$ cat config.mk
export PLATFORM = sky130hd
export DESIGN_NAME = stft_ram
export DESIGN_NICKNAME = d
export VERILOG_FILES = /design/src/hw/rtl/stft_pkg.sv /design/src/hw/rtl/stft_ram.sv
export SDC_FILE = /design/constraint.sdc
export NUM_CORES = 2
export LEC_CHECK = 0
export BUFFER_PORTS_ARGS = -buffer_cell sky130_fd_sc_hd__buf_2
export CORE_MARGIN = 2
export CORE_UTILIZATION = 40
export DETAILED_ROUTE_END_ITERATION = 16
export GPL_TIMING_DRIVEN = 0
export MAX_ROUTING_LAYER = met4
export PLACE_DENSITY_LB_ADDON = 0.08
export SYNTH_ARGS = -nofsm -noshare
export SYNTH_HDL_FRONTEND = slang
export SYNTH_SLANG_ARGS = --single-unit
$ cat constraint.sdc
create_clock -name clk -period 3.67 [get_ports clk]
set_input_delay 0.1835 -clock clk [delete_from_list [all_inputs] [get_ports clk]]
set_output_delay 0.1835 -clock clk [all_outputs]
set_load 0.01 [all_outputs]
$ cat src/hw/rtl/stft_pkg.sv
// Shared types, constants and elaboration-time table builders for the STFT block.
// Used by stft_ram and stft_analysis_frames; depends on nothing else.
`timescale 1ns / 1ps

package stft_pkg;

    localparam int FFT_LEN_DEF    = 64;
    localparam int MAX_N          = 64;
    localparam int HOP_W          = 7;
    localparam int HOP_RESET      = 32;
    localparam int SAMPLE_W       = 16;
    localparam int COEF_W         = 16;
    localparam int DATA_W         = 32;
    localparam int BIN_W          = 6;
    localparam int TDATA_W        = 72;
    localparam int PADDR_W        = 4;

    localparam logic [PADDR_W-1:0] ADDR_HOP  = 4'h0;
    localparam logic [PADDR_W-1:0] ADDR_KIND = 4'h4;
    localparam logic [PADDR_W-1:0] ADDR_ROOT = 4'h8;

    localparam longint Q30_ONE     = 64'sd1073741824;
    localparam longint HALF_PI_Q30 = 64'sd1686629713;
    localparam longint HAMM_A_Q30  = 64'sd579820585;
    localparam longint HAMM_B_Q30  = 64'sd493921239;

    typedef enum logic [3:0] {
        ST_IDLE,
        ST_LOAD_RD,
        ST_LOAD_MUL,
        ST_LOAD_WR,
        ST_BF_RDQ,
        ST_BF_RDP,
        ST_BF_M0,
        ST_BF_M1,
        ST_BF_M2,
        ST_BF_M3,
        ST_BF_VI,
        ST_BF_WRP,
        ST_BF_WRQ,
        ST_OUT_RD,
        ST_OUT_CAP,
        ST_OUT_WAIT
    } stft_state_t;

    // Restoring long division, only ever evaluated while tables are built.
    function automatic logic [63:0] udiv(logic [63:0] a, logic [63:0] b);
        logic [64:0] rem;
        logic [63:0] q;
        rem = '0;
        q   = '0;
        for (int i = 63; i >= 0; i--)
        begin
            rem = {rem[63:0], a[i]};
            if (rem >= {1'b0, b})
            begin
                rem  = rem - {1'b0, b};
                q[i] = 1'b1;
            end
        end
        return q;
    endfunction

    function automatic logic [63:0] isqrt(logic [63:0] v_in);
        logic [63:0] v;
        logic [63:0] r;
        logic [63:0] bv;
        v  = v_in;
        r  = '0;
        bv = 64'h4000_0000_0000_0000;
        for (int i = 0; i < 32; i++)
        begin
            if (bv > v)
                bv = bv >> 2;
        end
        for (int i = 0; i < 32; i++)
        begin
            if (bv != 0)
            begin
                if (v >= r + bv)
                begin
                    v = v - (r + bv);
                    r = (r >> 1) + bv;
                end
                else
                    r = r >> 1;
                bv = bv >> 2;
            end
        end
        return r;
    endfunction

    function automatic longint rnd_shift(longint v, int s);
        return (v + (64'sd1 <<< (s - 1))) >>> s;
    endfunction

    // Q30 cosine and sine of num/den turns; returns {cos, sin}.
    function automatic logic [127:0] trig_q30(longint num, longint den);
        logic [63:0] ph;
        logic [1:0]  quad;
        logic [63:0] r;
        logic [63:0] a;
        logic [63:0] tc;
        logic [63:0] ts;
        longint      c;
        longint      s;
        longint      co;
        longint      so;
        ph   = udiv((num & 64'hFF) << 32, den) & 64'hFFFF_FFFF;
        quad = ph[31:30];
        r    = {34'd0, ph[29:0]};
        a    = (r * HALF_PI_Q30 + (64'd1 << 29)) >> 30;
        tc   = Q30_ONE;
        ts   = a;
        c    = Q30_ONE;
        s    = a;
        for (int n = 1; n <= 7; n++)
        begin
            tc = udiv((((tc * a) >> 30) * a) >> 30, 64'((2 * n - 1) * (2 * n)));
            ts = udiv((((ts * a) >> 30) * a) >> 30, 64'((2 * n) * (2 * n + 1)));
            if (n % 2 == 1)
            begin
                c = c - tc;
                s = s - ts;
            end
            else
            begin
                c = c + tc;
                s = s + ts;
            end
        end
        case (quad)
            2'd0:    begin co = c;  so = s;  end
            2'd1:    begin co = -s; so = c;  end
            2'd2:    begin co = -c; so = -s; end
            default: begin co = s;  so = -c; end
        endcase
        return {co, so};
    endfunction

    function automatic longint sat_rng(longint v, longint lo, longint hi);
        if (v < lo)
            return lo;
        if (v > hi)
            return hi;
        return v;
    endfunction

    // Four window tables of MAX_N Q1.15 entries, selected by {kind, root}.
    function automatic logic [4*MAX_N*COEF_W-1:0] build_win(int fs);
        logic [4*MAX_N*COEF_W-1:0] tab;
        logic [127:0]              cs;
        longint                    c;
        longint                    w;
        longint                    v;
        tab = '0;
        for (int i = 0; i < fs; i++)
        begin
            cs = trig_q30(i, fs - 1);
            c  = cs[127:64];
            for (int kind = 0; kind < 2; kind++)
            begin
                if (kind == 0)
                    w = (Q30_ONE - c) >>> 1;
                else
                    w = HAMM_A_Q30 - rnd_shift(HAMM_B_Q30 * c, 30);
                w = sat_rng(w, 0, Q30_ONE);
                for (int root = 0; root < 2; root++)
                begin
                    v = (root == 1) ? longint'(isqrt(64'(w) << 30)) : w;
                    tab[((kind * 2 + root) * MAX_N + i) * COEF_W +: COEF_W] =
                        COEF_W'(sat_rng(rnd_shift(v, 15), 0, 32767));
                end
            end
        end
        return tab;
    endfunction

    // Cosine twiddles in the lower half, sine twiddles in the upper half.
    function automatic logic [MAX_N*COEF_W-1:0] build_tw(int n);
        logic [MAX_N*COEF_W-1:0] tab;
        logic [127:0]            cs;
        tab = '0;
        for (int i = 0; i < n / 2; i++)
        begin
            cs = trig_q30(i, n);
            tab[i * COEF_W +: COEF_W] =
                COEF_W'(sat_rng(rnd_shift(cs[127:64], 15), -32768, 32767));
            tab[(MAX_N / 2 + i) * COEF_W +: COEF_W] =
                COEF_W'(sat_rng(rnd_shift(cs[63:0], 15), -32768, 32767));
        end
        return tab;
    endfunction

    function automatic logic signed [DATA_W-1:0] sat32(logic signed [35:0] v);
        if (v > 36'sh0_7FFF_FFFF)
            return 32'sh7FFF_FFFF;
        if (v < -36'sh0_8000_0000)
            return 32'sh8000_0000;
        return v[DATA_W-1:0];
    endfunction

endpackage

$ cat src/hw/rtl/stft_ram.sv
// Generic single-write, single-read RAM with a registered read port.
// Depends on stft_pkg only for the default WIDTH and DEPTH.
`timescale 1ns / 1ps

module stft_ram
    import stft_pkg::*;
#(
    parameter int WIDTH = DATA_W,
    parameter int DEPTH = FFT_LEN_DEF
)
(
    input  logic                     clk,
    input  logic                     wr_en,
    input  logic [$clog2(DEPTH)-1:0] wr_addr,
    input  logic [WIDTH-1:0]         wr_data,
    input  logic                     rd_en,
    input  logic [$clog2(DEPTH)-1:0] rd_addr,
    output logic [WIDTH-1:0]         rd_data
);

    logic [WIDTH-1:0] mem [DEPTH];

    always_ff @(posedge clk)
    begin
        if (wr_en)
            mem[wr_addr] <= wr_data;
        if (rd_en)
            rd_data <= mem[rd_addr];
    end

endmodule

======== After elaboration in Yosys (flattened, before gate mapping) ========
Memory sizes are Yosys's and may differ from the RTL's. A register that Yosys moved wholly into a read port is not among the register bits.
Index checks and enable logic that the tools add are counted.
cells by class
  mux-type cells .......................... 2
operators by type and width
  operator           count
  1-bit two-way mux  2
storage, ports and cells
  flip-flop bits (word level) ............. 0
  memory bits (writable) .................. 2048
  input port bits ......................... 47
  output and inout port bits .............. 32
  logic and storage cells ................. 3
  memories ................................ 1
memories
  name  words  bits a word  rd ports  clocked after Yosys merged registers in  write ports  RTL line        text
  mem   64     32           1         1                                        1            stft_ram.sv:21  logic [WIDTH-1:0] mem [DEPTH];

======== Longest topological paths before layout ========
  depth in word-level cells ............... 2
  gate-level depth with buffers ........... 10
  depth with buffers taken out ............ 5

======== Worst setup path before layout ========
OpenSTA, ideal clock, no wires.
  path type ............................... input -> register
  start point ............................. in wr_addr[3]
  end point ............................... mem mem[48][0] (netlist bit) (enable)
  library setup time ...................... 0.461 ns
  arrival ................................. 2.882 ns
  required time ........................... 3.209 ns
  slack ................................... 0.327 ns
  stages .................................. 4
  buffers on the path ..................... 1
  cells stage by stage .................... clkbuf_1 -> nor2b_1 -> nand4b_1 -> nor3_1
RTL lines
  what                RTL line        text
  start: declaration  stft_ram.sv:14  input logic [$clog2(DEPTH)-1:0] wr_addr,
  end: declaration    stft_ram.sv:21
No word-level cell before the write port.

==> impl_results.md <==
* Status: complete, but fails checks
* Failing checks: capacitance limit, slew limit, setup timing
* Setup TNS at -0.432 ns
* Smallest setup slack after layout at -0.169 ns
* Postcts setup bufs at 0
* WP data required at 4.20 ns
* Root Buffer: clkbuf_16
* Cells after synthesis at roughly 3.3k
* Initial core utilization at 40.3%
* Routed Antenna Nets at 0
* Final Critical Period at 3.84 ns
* Die ar. at 201000 um^2
* Register area share after synthesis at between 70% and 80%
* Via/cell ratio at approximately 6
* Initial DRC count at 5831
* Most frequent cells in the layout: 2080 x edfxtp_1, 544 x mux4_2, 219 x clkbuf_16
* Cells along the critical path: buf_2 > buf_2 > buf_2 > clkbuf_1 > mux4_2 > mux2i_1 > a21oi_1 > a21oi_1 > nor2_1
* CP Capture Type: flip-flop
* Syn Area/Cell at 23.7 um^2
* Die height at 448 um
* Dpl cell area at 85600 um^2
* Synth Cell Area at 78800 um^2
* Ports at 79
* Max-slew headroom at -0.204%
* Clk slew on worst S/H paths at about 0.060 ns
* Yosys warns at 0
* Final Setup Violations at 5
* Drt pass-1 iters at 5
* Detailed-route via count at 39.6k
* Number of global-route vias before repair at 39.7k
* Max Transition Viols Final at 10
* Crit Path Max Fanout at 10
* Fin cells at 6566
* TritonCTS Sinks at 2080
* Final wirelength at 268000 um
* HPWL after DPL at 180000 um
* Clk_skew at about 0.033 ns
* Fmax at about 260 MHz
* H-Tree Depth at 4
* CTS tree: built
* Placed cell count at 6145
* Pleak at 28.5 nW
* Worst slew pin tran at 1.50 ns
* Hold Vio Cnt, Final at 0
* Layout area overhead at 17.1%
* Pin count of the biggest net entering global routing at 65
* GR Overflow Total at 0
* Drt wl/cell at 40.8 um
* Num CTS Buffers at approximately 210
* CP arrival at 4.37 ns
* DIE WIDTH at 448 um
* Peak supply drop at ~380 uV
* Final Cycle Share at 105%
* Worst skew pair latency at 0.85 ns
* Critical-path top delay cell: clkbuf_1
* #FFs+latches synth at 2080
* Initial antenna violation count at 26
* Worst min-delay path class: input port to flip-flop
* Syn Nets at around 3.4k
* Commonest non-fill, non-tap cell in the layout: edfxtp_1
* Crit path kind: input port to flip-flop
* CP most frequent cell: buf_2
* Startpoint types: input port
* GPL Wtd Cong at 0.829
* Tot GR Track Use at 27.7%
* Port buffer count at 70
* Final core occ at a little under half
* Clk buf depth at 3
* Setup slack at placement at -1.04 ns
* Fin nets at 3787
* Max-Cap Viols at 1
* PwrDens at 541 nW/um^2
* Remaining DRCs at 0
* Cell Rows at ~160
* Fraction of layout cells with a size suffix above 1 at 30.4%
* Placeable Area at around 200000 um^2
* Synth cell types at 33
* Global-route wire length before repair at 355000 um
* Finished layout cell area at between 90000 and 100000 um^2
* Max stage delay on crit path at 1.09 ns
through the flow:
step / hold slack (ns) / total power [mW]
after floorplan: 0.282 / 28.2
after global placement: 0.601 / 29.6
after detailed placement: 0.599 / 29.7
after CTS: 0.0172 / 50.2
after global routing: 0.00195 / 51.2
final: 0.0172 / 49.9
area by class of cell:
cell class / instances / area (um^2)
Fill cell: 16000 / 103000
Sequential cell: 2080 / 62500
Multi-Input combinational cell: 1062 / 16000
Clock buffer: 281 / 5710
Tap cell: 2624 / 3280
Timing Repair Buffer: 201 / 3040
Buffer: 181 / 908
Clock inverter: 117 / 893
Antenna cell: 20 / 50.0
report_power, final:
| part | switching [mW] | internal [mW] | leakage [nW] | total, mW |
|---|---|---|---|---|
| combinational | 1.88 | 0.895 | 6.58 | 2.77 |
| sequential | 0.0449 | 26.4 | 18.7 | 26.4 |
| clock | 9.08 | 11.7 | 3.21 | 20.8 |
| total | 11.0 | 38.9 | 28.5 | 49.9 |
registers in the layout, indices dropped and copies added, names as in the netlist:
name / count
mem: 2048
rd_data: 32
synthesized netlist by cell type, drive strengths merged:
master  instances  area share (%)
or2             3           0.024
nand4           2           0.016
o221ai         27            0.30
a41o            4           0.051
a31oi           1          0.0079
and3            4           0.032
nand3           5           0.032
nand4b          1           0.011
mux4          544              16
or3             3           0.024
edfxtp       2080              79
a22oi          12            0.11
nand2b          8           0.063
nand3b          5           0.048
buf           108            0.77
a311oi          8           0.089
or3b            5           0.056
nor3            7           0.044
mux2i          93             1.2
nor2          137            0.65
o22ai          84            0.67
o32ai           4           0.044
nand2          26            0.12
clkbuf         74            0.35
and2            2           0.016
a21oi          62            0.39
nor2b          15            0.12
per-layer routing:
| metal | share of wire (%) | GRT usage [%] | wire, um | up-vias |
|---|---|---|---|---|
| li1 | - | - | - | 15200 |
| met4 | 4.7 | 11.5 | 12500 | 0 |
| met1 | 38 | 35.4 | 103000 | 21800 |
| met2 | 50 | 44.7 | 133000 | 2103 |
| met3 | 7.4 | 4.09 | 19800 | 518 |
| met5 | 0 | - | 0 | - |
timing repair:
action                                  in CTS  in global routing
hold buffers                                 0                  3
endpoints found under the setup margin       6                  2
gates cloned                                 0                  0
hold endpoints to repair                     0                 71
gates resized for setup                      5                  5
critical path: cells and delay by family:
family	cells	cell delay [ns]
buffers and inverters	4	2.39
AND/OR/NAND/NOR	1	0.68
AO/OA/AOI/OAI	2	0.54
multiplexers	2	0.52
kinds of logic (layout without fill, tap and decap cells):
logic type / after synthesis / count (layout) / synth area share, %
AND/OR/NAND/NOR: 223 / 223 / 1.26
multiplexers: 637 / 637 / 16.7
flip-flops: 2080 / 2080 / 79.2
buffers and inverters: 182 / 780 / 1.12
other: 0 / 20 / 0
AO/OA/AOI/OAI: 202 / 202 / 1.67
worst paths after layout:
check	startpoint	end	slack, ns	depth (start not counted)
max reg2reg	mem[15][18]	rd_data[18]	0.75	4
max	rd_addr[1]	rd_data[23]	-0.17	9
min	wr_data[25]	mem[32][25]	0.02	1
min reg2reg	mem[26][7]	rd_data[7]	1.08	5
Power figures use the tool's default switching activity.
